File: src/design/hsv_rgb_pkg.sv
// Package for the HSV to RGB pixel converter.
// Holds field widths, fixed-point constants, sector codes and stage payload types.
// No dependencies.
`default_nettype none

package hsv_rgb_pkg;

    localparam int HUE_W       = 15;
    localparam int SAT_W       = 16;
    localparam int VAL_W       = 16;
    localparam int FREM_W      = 12;
    localparam int SF_W        = 27;
    localparam int Y_W         = 20;
    localparam int RECIP_W     = 21;

    localparam int HUE_FULL    = 23040;
    localparam int HUE_SECTOR  = 3840;

    localparam int SAT_SHIFT   = 15;
    localparam int DEN_SHIFT   = 23;
    localparam int RECIP_SHIFT = 24;

    localparam logic [SAT_W-1:0]   SAT_ONE  = SAT_W'(32768);
    localparam logic [SF_W-1:0]    FRAC_DEN = SF_W'(32768 * HUE_SECTOR);
    localparam logic [RECIP_W-1:0] RECIP_15 = RECIP_W'(1118482);

    typedef enum logic [2:0] {
        SEC_0 = 3'd0,
        SEC_1 = 3'd1,
        SEC_2 = 3'd2,
        SEC_3 = 3'd3,
        SEC_4 = 3'd4,
        SEC_5 = 3'd5
    } t_sector;

    typedef struct packed {
        t_sector             sector;
        logic [FREM_W-1:0]   frem;
        logic [SAT_W-1:0]    sat;
        logic [VAL_W-1:0]    val;
        logic                last;
    } t_prep;

    typedef struct packed {
        t_sector             sector;
        logic [VAL_W-1:0]    val;
        logic [VAL_W-1:0]    p;
        logic [VAL_W-1:0]    q;
        logic [VAL_W-1:0]    t;
        logic                last;
    } t_term;

endpackage

`default_nettype wire

File: src/design/hsv_rgb_if.sv
// Stream interfaces for the HSV to RGB pixel converter: HSV input and RGB output.
// Depends on hsv_rgb_pkg for field widths.
`default_nettype none

interface hsv_rgb_in_if;
    logic                            valid;
    logic                            ready;
    logic [hsv_rgb_pkg::HUE_W-1:0]   hue;
    logic [hsv_rgb_pkg::SAT_W-1:0]   saturation;
    logic [hsv_rgb_pkg::VAL_W-1:0]   brightness;
    logic                            frame_end_in;

    modport source (output valid, hue, saturation, brightness, frame_end_in, input ready);
    modport sink   (input valid, hue, saturation, brightness, frame_end_in, output ready);
endinterface

interface hsv_rgb_out_if;
    logic                            valid;
    logic                            ready;
    logic [hsv_rgb_pkg::VAL_W-1:0]   red;
    logic [hsv_rgb_pkg::VAL_W-1:0]   green;
    logic [hsv_rgb_pkg::VAL_W-1:0]   blue;
    logic                            frame_end_out;

    modport source (output valid, red, green, blue, frame_end_out, input ready);
    modport sink   (input valid, red, green, blue, frame_end_out, output ready);
endinterface

`default_nettype wire

File: src/design/hsv_rgb_prep.sv
// Input stage: wraps hue, splits it into sector and remainder, clamps saturation.
// Depends on hsv_rgb_pkg.
`default_nettype none

module hsv_rgb_prep (
    input  logic                            i_clk,
    input  logic                            i_rst_n,
    input  logic                            i_valid,
    output logic                            o_ready,
    input  logic [hsv_rgb_pkg::HUE_W-1:0]   i_hue,
    input  logic [hsv_rgb_pkg::SAT_W-1:0]   i_saturation,
    input  logic [hsv_rgb_pkg::VAL_W-1:0]   i_brightness,
    input  logic                            i_frame_end,
    output logic                            o_valid,
    input  logic                            i_ready,
    output hsv_rgb_pkg::t_prep              o_data
);
    import hsv_rgb_pkg::*;

    t_sector            sec;
    logic [HUE_W-1:0]   base;
    t_prep              n_data;
    t_prep              r_data;
    logic               r_vld;

    always_comb begin
        priority if (i_hue >= HUE_W'(HUE_FULL + 2 * HUE_SECTOR)) begin
            sec  = SEC_2;
            base = HUE_W'(HUE_FULL + 2 * HUE_SECTOR);
        end else if (i_hue >= HUE_W'(HUE_FULL + HUE_SECTOR)) begin
            sec  = SEC_1;
            base = HUE_W'(HUE_FULL + HUE_SECTOR);
        end else if (i_hue >= HUE_W'(HUE_FULL)) begin
            sec  = SEC_0;
            base = HUE_W'(HUE_FULL);
        end else if (i_hue >= HUE_W'(5 * HUE_SECTOR)) begin
            sec  = SEC_5;
            base = HUE_W'(5 * HUE_SECTOR);
        end else if (i_hue >= HUE_W'(4 * HUE_SECTOR)) begin
            sec  = SEC_4;
            base = HUE_W'(4 * HUE_SECTOR);
        end else if (i_hue >= HUE_W'(3 * HUE_SECTOR)) begin
            sec  = SEC_3;
            base = HUE_W'(3 * HUE_SECTOR);
        end else if (i_hue >= HUE_W'(2 * HUE_SECTOR)) begin
            sec  = SEC_2;
            base = HUE_W'(2 * HUE_SECTOR);
        end else if (i_hue >= HUE_W'(HUE_SECTOR)) begin
            sec  = SEC_1;
            base = HUE_W'(HUE_SECTOR);
        end else begin
            sec  = SEC_0;
            base = '0;
        end
    end

    always_comb begin
        n_data.sector = sec;
        n_data.frem   = FREM_W'(i_hue - base);
        n_data.sat    = (i_saturation > SAT_ONE) ? SAT_ONE : i_saturation;
        n_data.val    = i_brightness;
        n_data.last   = i_frame_end;
    end

    assign o_ready = !r_vld || i_ready;

    always_ff @(posedge i_clk) begin
        if (!i_rst_n) begin
            r_vld <= 1'b0;
        end else if (o_ready) begin
            r_vld <= i_valid;
        end
    end

    always_ff @(posedge i_clk) begin
        if (o_ready && i_valid) begin
            r_data <= n_data;
        end
    end

    assign o_valid = r_vld;
    assign o_data  = r_data;

endmodule

`default_nettype wire

File: src/design/hsv_rgb_term.sv
// Four-stage arithmetic pipeline forming the terms p, q and t with truncation.
// Depends on hsv_rgb_pkg.
`default_nettype none

module hsv_rgb_term (
    input  logic                i_clk,
    input  logic                i_rst_n,
    input  logic                i_valid,
    output logic                o_ready,
    input  hsv_rgb_pkg::t_prep  i_data,
    output logic                o_valid,
    input  logic                i_ready,
    output hsv_rgb_pkg::t_term  o_data
);
    import hsv_rgb_pkg::*;

    typedef struct packed {
        t_sector            sector;
        logic [VAL_W-1:0]   val;
        logic [VAL_W-1:0]   p;
        logic [SF_W-1:0]    sf_q;
        logic [SF_W-1:0]    sf_t;
        logic               last;
    } t_stage_a;

    typedef struct packed {
        t_sector            sector;
        logic [VAL_W-1:0]   val;
        logic [VAL_W-1:0]   p;
        logic [SF_W-1:0]    a_q;
        logic [SF_W-1:0]    a_t;
        logic               last;
    } t_stage_b;

    typedef struct packed {
        t_sector            sector;
        logic [VAL_W-1:0]   val;
        logic [VAL_W-1:0]   p;
        logic [Y_W-1:0]     y_q;
        logic [Y_W-1:0]     y_t;
        logic               last;
    } t_stage_c;

    logic                         rdy_a, rdy_b, rdy_c, rdy_d;
    logic                         r_a_vld, r_b_vld, r_c_vld, r_d_vld;
    t_stage_a                     r_a, n_a;
    t_stage_b                     r_b, n_b;
    t_stage_c                     r_c, n_c;
    t_term                        r_d, n_d;

    logic [FREM_W-1:0]            frem_t;
    logic [SAT_W-1:0]             inv_s;
    logic [SAT_W+FREM_W-1:0]      prod_sq;
    logic [SAT_W+FREM_W-1:0]      prod_st;
    logic [VAL_W+SAT_W-1:0]       prod_p;
    logic [VAL_W+SF_W-1:0]        prod_vq;
    logic [VAL_W+SF_W-1:0]        prod_vt;
    logic [Y_W+RECIP_W-1:0]       prod_rq;
    logic [Y_W+RECIP_W-1:0]       prod_rt;

    assign rdy_d   = !r_d_vld || i_ready;
    assign rdy_c   = !r_c_vld || rdy_d;
    assign rdy_b   = !r_b_vld || rdy_c;
    assign rdy_a   = !r_a_vld || rdy_b;
    assign o_ready = rdy_a;

    // stage A: saturation products
    always_comb begin
        frem_t  = FREM_W'(HUE_SECTOR) - i_data.frem;
        inv_s   = SAT_ONE - i_data.sat;
        prod_sq = i_data.sat * i_data.frem;
        prod_st = i_data.sat * frem_t;
        prod_p  = i_data.val * inv_s;
        n_a.sector = i_data.sector;
        n_a.val    = i_data.val;
        n_a.p      = prod_p[SAT_SHIFT+VAL_W-1:SAT_SHIFT];
        n_a.sf_q   = prod_sq[SF_W-1:0];
        n_a.sf_t   = prod_st[SF_W-1:0];
        n_a.last   = i_data.last;
    end

    // stage B: complement against the full-scale denominator
    always_comb begin
        n_b.sector = r_a.sector;
        n_b.val    = r_a.val;
        n_b.p      = r_a.p;
        n_b.a_q    = FRAC_DEN - r_a.sf_q;
        n_b.a_t    = FRAC_DEN - r_a.sf_t;
        n_b.last   = r_a.last;
    end

    // stage C: scale by value, drop the power-of-two part of the denominator
    always_comb begin
        prod_vq    = r_b.val * r_b.a_q;
        prod_vt    = r_b.val * r_b.a_t;
        n_c.sector = r_b.sector;
        n_c.val    = r_b.val;
        n_c.p      = r_b.p;
        n_c.y_q    = prod_vq[DEN_SHIFT+Y_W-1:DEN_SHIFT];
        n_c.y_t    = prod_vt[DEN_SHIFT+Y_W-1:DEN_SHIFT];
        n_c.last   = r_b.last;
    end

    // stage D: divide by 15 through the reciprocal
    always_comb begin
        prod_rq    = r_c.y_q * RECIP_15;
        prod_rt    = r_c.y_t * RECIP_15;
        n_d.sector = r_c.sector;
        n_d.val    = r_c.val;
        n_d.p      = r_c.p;
        n_d.q      = prod_rq[RECIP_SHIFT+VAL_W-1:RECIP_SHIFT];
        n_d.t      = prod_rt[RECIP_SHIFT+VAL_W-1:RECIP_SHIFT];
        n_d.last   = r_c.last;
    end

    always_ff @(posedge i_clk) begin
        if (!i_rst_n) begin
            r_a_vld <= 1'b0;
            r_b_vld <= 1'b0;
            r_c_vld <= 1'b0;
            r_d_vld <= 1'b0;
        end else begin
            if (rdy_a) begin
                r_a_vld <= i_valid;
            end
            if (rdy_b) begin
                r_b_vld <= r_a_vld;
            end
            if (rdy_c) begin
                r_c_vld <= r_b_vld;
            end
            if (rdy_d) begin
                r_d_vld <= r_c_vld;
            end
        end
    end

    always_ff @(posedge i_clk) begin
        if (rdy_a && i_valid) begin
            r_a <= n_a;
        end
        if (rdy_b && r_a_vld) begin
            r_b <= n_b;
        end
        if (rdy_c && r_b_vld) begin
            r_c <= n_c;
        end
        if (rdy_d && r_c_vld) begin
            r_d <= n_d;
        end
    end

    assign o_valid = r_d_vld;
    assign o_data  = r_d;

endmodule

`default_nettype wire

File: src/design/hsv_rgb_route.sv
// Output stage: routes v, p, q and t to red, green and blue by sector.
// Depends on hsv_rgb_pkg.
`default_nettype none

module hsv_rgb_route (
    input  logic                            i_clk,
    input  logic                            i_rst_n,
    input  logic                            i_valid,
    output logic                            o_ready,
    input  hsv_rgb_pkg::t_term              i_data,
    output logic                            o_valid,
    input  logic                            i_ready,
    output logic [hsv_rgb_pkg::VAL_W-1:0]   o_red,
    output logic [hsv_rgb_pkg::VAL_W-1:0]   o_green,
    output logic [hsv_rgb_pkg::VAL_W-1:0]   o_blue,
    output logic                            o_frame_end
);
    import hsv_rgb_pkg::*;

    logic               r_vld;
    logic [VAL_W-1:0]   r_red, r_green, r_blue;
    logic               r_last;
    logic [VAL_W-1:0]   n_red, n_green, n_blue;

    always_comb begin
        unique case (i_data.sector)
            SEC_0: begin
                n_red = i_data.val; n_green = i_data.t;   n_blue = i_data.p;
            end
            SEC_1: begin
                n_red = i_data.q;   n_green = i_data.val; n_blue = i_data.p;
            end
            SEC_2: begin
                n_red = i_data.p;   n_green = i_data.val; n_blue = i_data.t;
            end
            SEC_3: begin
                n_red = i_data.p;   n_green = i_data.q;   n_blue = i_data.val;
            end
            SEC_4: begin
                n_red = i_data.t;   n_green = i_data.p;   n_blue = i_data.val;
            end
            SEC_5: begin
                n_red = i_data.val; n_green = i_data.p;   n_blue = i_data.q;
            end
            default: begin
                n_red = i_data.val; n_green = i_data.val; n_blue = i_data.val;
            end
        endcase
    end

    assign o_ready = !r_vld || i_ready;

    always_ff @(posedge i_clk) begin
        if (!i_rst_n) begin
            r_vld <= 1'b0;
        end else if (o_ready) begin
            r_vld <= i_valid;
        end
    end

    always_ff @(posedge i_clk) begin
        if (o_ready && i_valid) begin
            r_red   <= n_red;
            r_green <= n_green;
            r_blue  <= n_blue;
            r_last  <= i_data.last;
        end
    end

    assign o_valid     = r_vld;
    assign o_red       = r_red;
    assign o_green     = r_green;
    assign o_blue      = r_blue;
    assign o_frame_end = r_last;

endmodule

`default_nettype wire

File: src/design/hsv_to_rgb_pixel_unit.sv
// HSV to RGB pixel converter, hexcone rule, top level.
// Throughput: one pixel per cycle when the output is not stalled, set by the six-register pipeline
// (prep, four arithmetic stages, route), each stage with its own valid bit.
// Reset (synchronous, active low) clears all valid bits; the data registers are not reset.
// Depends on hsv_rgb_pkg, hsv_rgb_if, hsv_rgb_prep, hsv_rgb_term, hsv_rgb_route.
`default_nettype none

module hsv_to_rgb_pixel_unit (
    input  logic            i_clk,
    input  logic            i_rst_n,
    hsv_rgb_in_if.sink      i_pix,
    hsv_rgb_out_if.source   o_pix
);
    import hsv_rgb_pkg::*;

    logic   prep_vld, prep_rdy;
    t_prep  prep_data;
    logic   term_vld, term_rdy;
    t_term  term_data;

    hsv_rgb_prep u_prep (
        .i_clk        (i_clk),
        .i_rst_n      (i_rst_n),
        .i_valid      (i_pix.valid),
        .o_ready      (i_pix.ready),
        .i_hue        (i_pix.hue),
        .i_saturation (i_pix.saturation),
        .i_brightness (i_pix.brightness),
        .i_frame_end  (i_pix.frame_end_in),
        .o_valid      (prep_vld),
        .i_ready      (prep_rdy),
        .o_data       (prep_data)
    );

    hsv_rgb_term u_term (
        .i_clk   (i_clk),
        .i_rst_n (i_rst_n),
        .i_valid (prep_vld),
        .o_ready (prep_rdy),
        .i_data  (prep_data),
        .o_valid (term_vld),
        .i_ready (term_rdy),
        .o_data  (term_data)
    );

    hsv_rgb_route u_route (
        .i_clk       (i_clk),
        .i_rst_n     (i_rst_n),
        .i_valid     (term_vld),
        .o_ready     (term_rdy),
        .i_data      (term_data),
        .o_valid     (o_pix.valid),
        .i_ready     (o_pix.ready),
        .o_red       (o_pix.red),
        .o_green     (o_pix.green),
        .o_blue      (o_pix.blue),
        .o_frame_end (o_pix.frame_end_out)
    );

endmodule

`default_nettype wire

File: src/flat_wrapper.sv
// flat-port wrapper written by rule: the top's interface ports become plain ports
module hsv_to_rgb_pixel_unit_flat import hsv_rgb_pkg::*;
  (i_clk, i_rst_n, i_pix_valid, i_pix_hue, i_pix_saturation, i_pix_brightness, i_pix_frame_end_in, i_pix_ready, o_pix_valid, o_pix_red, o_pix_green, o_pix_blue, o_pix_frame_end_out, o_pix_ready);
  hsv_rgb_in_if i_pix_i ();
  hsv_rgb_out_if o_pix_i ();
  input  logic i_clk;
  input  logic i_rst_n;
  input wire logic [$bits(i_pix_i.valid)-1:0] i_pix_valid;
  input wire logic [$bits(i_pix_i.hue)-1:0] i_pix_hue;
  input wire logic [$bits(i_pix_i.saturation)-1:0] i_pix_saturation;
  input wire logic [$bits(i_pix_i.brightness)-1:0] i_pix_brightness;
  input wire logic [$bits(i_pix_i.frame_end_in)-1:0] i_pix_frame_end_in;
  output wire logic [$bits(i_pix_i.ready)-1:0] i_pix_ready;
  output wire logic [$bits(o_pix_i.valid)-1:0] o_pix_valid;
  output wire logic [$bits(o_pix_i.red)-1:0] o_pix_red;
  output wire logic [$bits(o_pix_i.green)-1:0] o_pix_green;
  output wire logic [$bits(o_pix_i.blue)-1:0] o_pix_blue;
  output wire logic [$bits(o_pix_i.frame_end_out)-1:0] o_pix_frame_end_out;
  input wire logic [$bits(o_pix_i.ready)-1:0] o_pix_ready;
  assign i_pix_i.valid = i_pix_valid;
  assign i_pix_i.hue = i_pix_hue;
  assign i_pix_i.saturation = i_pix_saturation;
  assign i_pix_i.brightness = i_pix_brightness;
  assign i_pix_i.frame_end_in = i_pix_frame_end_in;
  assign i_pix_ready = i_pix_i.ready;
  assign o_pix_valid = o_pix_i.valid;
  assign o_pix_red = o_pix_i.red;
  assign o_pix_green = o_pix_i.green;
  assign o_pix_blue = o_pix_i.blue;
  assign o_pix_frame_end_out = o_pix_i.frame_end_out;
  assign o_pix_i.ready = o_pix_ready;
  hsv_to_rgb_pixel_unit u_core (.i_clk(i_clk), .i_rst_n(i_rst_n), .i_pix(i_pix_i), .o_pix(o_pix_i));
endmodule
File: config.mk
export PLATFORM = sky130hd
export DESIGN_NAME = hsv_to_rgb_pixel_unit_flat
export DESIGN_NICKNAME = d
export VERILOG_FILES = /design/src/design/hsv_rgb_pkg.sv /design/src/design/hsv_rgb_if.sv /design/src/design/hsv_rgb_prep.sv /design/src/design/hsv_rgb_term.sv /design/src/design/hsv_rgb_route.sv /design/src/design/hsv_to_rgb_pixel_unit.sv /design/src/flat_wrapper.sv
export SDC_FILE = /design/constraint.sdc
export NUM_CORES = 2
export LEC_CHECK = 0
export BUFFER_PORTS_ARGS = -buffer_cell sky130_fd_sc_hd__buf_2
export CAP_MARGIN = 20
export CORE_MARGIN = 4
export CORE_UTILIZATION = 30
export CTS_BUF_LIST = sky130_fd_sc_hd__clkbuf_16
export CTS_CLUSTER_DIAMETER = 80
export DETAILED_ROUTE_END_ITERATION = 10
export MAX_ROUTING_LAYER = met4
export REMOVE_ABC_BUFFERS = 1
export SLEW_MARGIN = 20
export SYNTH_ARGS = -nofsm -noshare
export SYNTH_HDL_FRONTEND = slang
export SYNTH_SLANG_ARGS = --single-unit
File: constraint.sdc
create_clock -name i_clk -period 8.4 [get_ports i_clk]
set_clock_uncertainty 0.05 [all_clocks]
set_input_delay 1.26 -clock i_clk [delete_from_list [all_inputs] [get_ports i_clk]]
set_output_delay 1.26 -clock i_clk [all_outputs]
set_load 0.01 [all_outputs]
==> reports/qor.csv <==
metric,value,unit
GRT met1 Usage,0.196,
final worst slack,0.654,ns
GRT Overall Usage,0.148,
Placed Cells,9854,
number of enable flip-flop cells after synthesis,419,
final hold violations,0,
startpoint types,register,
first-pass GRT wire length,273000,um
number of H-tree levels,2,
Die Height,485,um
Final Util,0.329,
CTS Buf Count,51,
area grow syn2layout,8.59,%
Setup TNS Final,0,ns
Hold Buf Count CTS,0,
I/O pin cnt,103,
endpoint type of the worst setup path,register,
fin crit share,0.922,
final net count,8920,
total gr overflow,0,
port buffer count,102,
register area share after synthesis,0.186,
CTS Root Cell,clkbuf_16,
HPWL after detailed placement,131000,um
crit path DAT,8.10,ns
Worst Path Max Fanout,5,
RSZ-0062 raised after global routing,no,
DRC violations left,0,
core area,0.226,sq mm
DRT Wirelength,167000,um
achievable frequency,129,MHz
Synth cell types,77,
Detailed Routing Iterations Pass 1,6,
worst slew pin tran,1.03,ns
synthesized area,0.0683,sq mm
Post-Syn Instances,6962,
initial antenna violation count,4,
Yosys top cell by area,fa_1,
Initial Util,0.303,
# Max-Cap Violations,0,
grt met3 use,0.0192,
Post-DRT Antenna Nets,0,
"Clk Latency, worst-skew pair",0.66,ns
vias in the first global route,50309,
busiest grt layer,met2,
top cell type's share of synthesized area,0.361,
drt wl/cell,16.8,um
std cell rows,174,
Crit path required time,8.76,ns
final slew viol count,0,
DIE WIDTH,485,um
clock sinks,425,
synthesized area per cell,9.82,sq um
Async SR Flop Fraction,0,
CTS tree,built,
most frequent cells after synthesis,"inv_1, fa_1, nand2_1",
DR vias,46258,
post-route minimum period,7.75,ns
routability cong.,0.918,
share of cells above drive strength 1,0.0480,
DRT iter0 DRCs,2535,
count of final setup violators,0,
synth top area cells,"fa_1, edfxtp_1, ha_1",
Ys Warns,0,
Setup WS pre-CTS,0.499,ns
largest net degree at the start of global routing,97,
"Top FF cell, synth",edfxtp_1,
#FFs+latches synth,425,
final instance count without filler cells,9949,
critical path type,register to register,
outcome,finished clean,
CTS Buffer Depth,3,
hold crit path type,register to register,
max_slew headroom,0.313,
Die Area,0.236,sq mm
met2 Usage GRT,0.243,
Vias/cell,4.65,
most used standard cell by instance count after synthesis,inv_1,
clock-pin slew on the worst setup and hold paths,0.07,ns
layer usage:
| layer | share of wire | wire length (um) |
|---|---|---|
| met4 | 0.018 | 2960 |
| met2 | 0.48 | 79600 |
| met1 | 0.45 | 75500 |
| met5 | 0 | 0 |
| met3 | 0.054 | 9110 |
cells in the final DEF, fill, tap and decap left out, types with 9 or more instances in the layout:
| cell | n |
|---|---|
| inv_1 | 1546 |
| fa_1 | 1233 |
| nand2_1 | 1034 |
| ha_1 | 720 |
| and2_1 | 505 |
| edfxtp_1 | 419 |
| nor2_1 | 149 |
| a21oi_1 | 144 |
| xnor2_1 | 130 |
| buf_2 | 102 |
| buf_4 | 93 |
| o21ai_0 | 82 |
| xor2_1 | 69 |
| nor3_1 | 52 |
| clkbuf_16 | 51 |
| mux2i_1 | 49 |
| nor2b_1 | 47 |
| a21o_1 | 47 |
| nand3_1 | 44 |
| a211oi_1 | 34 |
| o22ai_1 | 34 |
| o21a_1 | 27 |
| nand2b_1 | 27 |
| a31oi_1 | 25 |
| nand4_1 | 20 |
| a22oi_1 | 19 |
| nor4_1 | 17 |
| o22a_1 | 16 |
| mux2_2 | 16 |
| or3_1 | 14 |
| and3_1 | 14 |
| a21boi_0 | 10 |
| o21bai_1 | 10 |
| clkinv_2 | 9 |
| buf_12 | 9 |
critical path, stage by stage, from the launching register on:
cell	delay (ns)
edfxtp_1	0.40
or4_4	0.59
nor4_2	0.24
nand2_1	0.13
or2_1	0.26
nor4_1	0.24
xnor2_1	0.28
nand2_1	0.14
fa_1	0.54
fa_1	0.49
inv_1	0.05
fa_1	0.50
fa_1	0.43
fa_1	0.49
inv_1	0.05
fa_1	0.48
inv_1	0.05
ha_1	0.34
and3_1	0.18
and3_1	0.16
a21oi_1	0.09
a31oi_2	0.33
a21oi_1	0.18
o21ai_0	0.40
nor4_1	0.09
nor3_1	0.25
xnor2_1	0.10
cells by family (layout without fill, tap and decap cells):
logic type / after synthesis / after routing / share of synthesized area
muxes: 65 / 65 / 0.00981
and+or+nand+nor: 1959 / 1959 / 0.135
xor gates and xnor gates: 200 / 200 / 0.0257
AOI/OAI and AO/OA: 513 / 513 / 0.0488
buffers and inverters: 1846 / 1840 / 0.101
other: 0 / 1 / 0
DFF: 425 / 425 / 0.186
adders and majority gates: 1954 / 1954 / 0.493
timing repair:
item	in CTS	in global routing
setup endpoints to repair	0	1
setup buffers	0	0
endpoints found under the hold margin	0	0
gates resized for setup	0	1
registers in the layout, indices dropped and copies added, names as in the netlist, 16 cells and up:
name and flops:
u_core.u_prep.o_data 48, u_core.u_term.r_b 53, u_core.u_term.r_a 53, u_core.u_route.o_blue 16
u_core.u_term.r_c 40, u_core.u_term.o_data 68, u_core.u_route.o_green 16, u_core.u_route.o_red 16
u_core.u_term.n_c 36, u_core.u_term.n_d 36, u_core.u_term.n_b 36
final timing paths:
check	slack (ns)	end	startpoint	cells past startpoint
worst min register to register	0.36	u_core.u_term.n_c[66]$_DFFE_PP_	u_core.u_term.n_b[80]$_DFFE_PP_	0
worst min-delay path	0.36	u_core.u_term.n_c[66]$_DFFE_PP_	u_core.u_term.n_b[80]$_DFFE_PP_	0
worst max-delay path	0.65	u_core.u_term.n_b[70]$_DFFE_PP_	u_core.u_prep.o_data[21]$_SDFFCE_PN0P_	26
worst max register to register	0.65	u_core.u_term.n_b[70]$_DFFE_PP_	u_core.u_prep.o_data[21]$_SDFFCE_PN0P_	26
cell type report:
cell class,count,area [sq um]
inverters,1542,5790
flip-flops and latches,425,12700
clock buffers,51,1280
multi-input cells,4691,48800
fillers,22811,152000
repair buffers,204,1390
clock inverters,43,531
well taps,2992,3740
diodes,1,2.50
metrics by stage:
| step | hold WS [ns] | instance area (sq um) |
|---|---|---|
| 6_report | 0.362 | 74200 |
| 3_3_place_gp | 0.351 | 72400 |
| 2_1_floorplan | 0.350 | 67200 |
| 4_1_cts | 0.365 | 74200 |
| 5_1_grt | 0.375 | 74200 |
| 3_5_place_dp | 0.355 | 72400 |
Power is left out: the tool's default activity adds up to more than one toggle a clock period on the data nets, which glitch-free logic cannot reach.
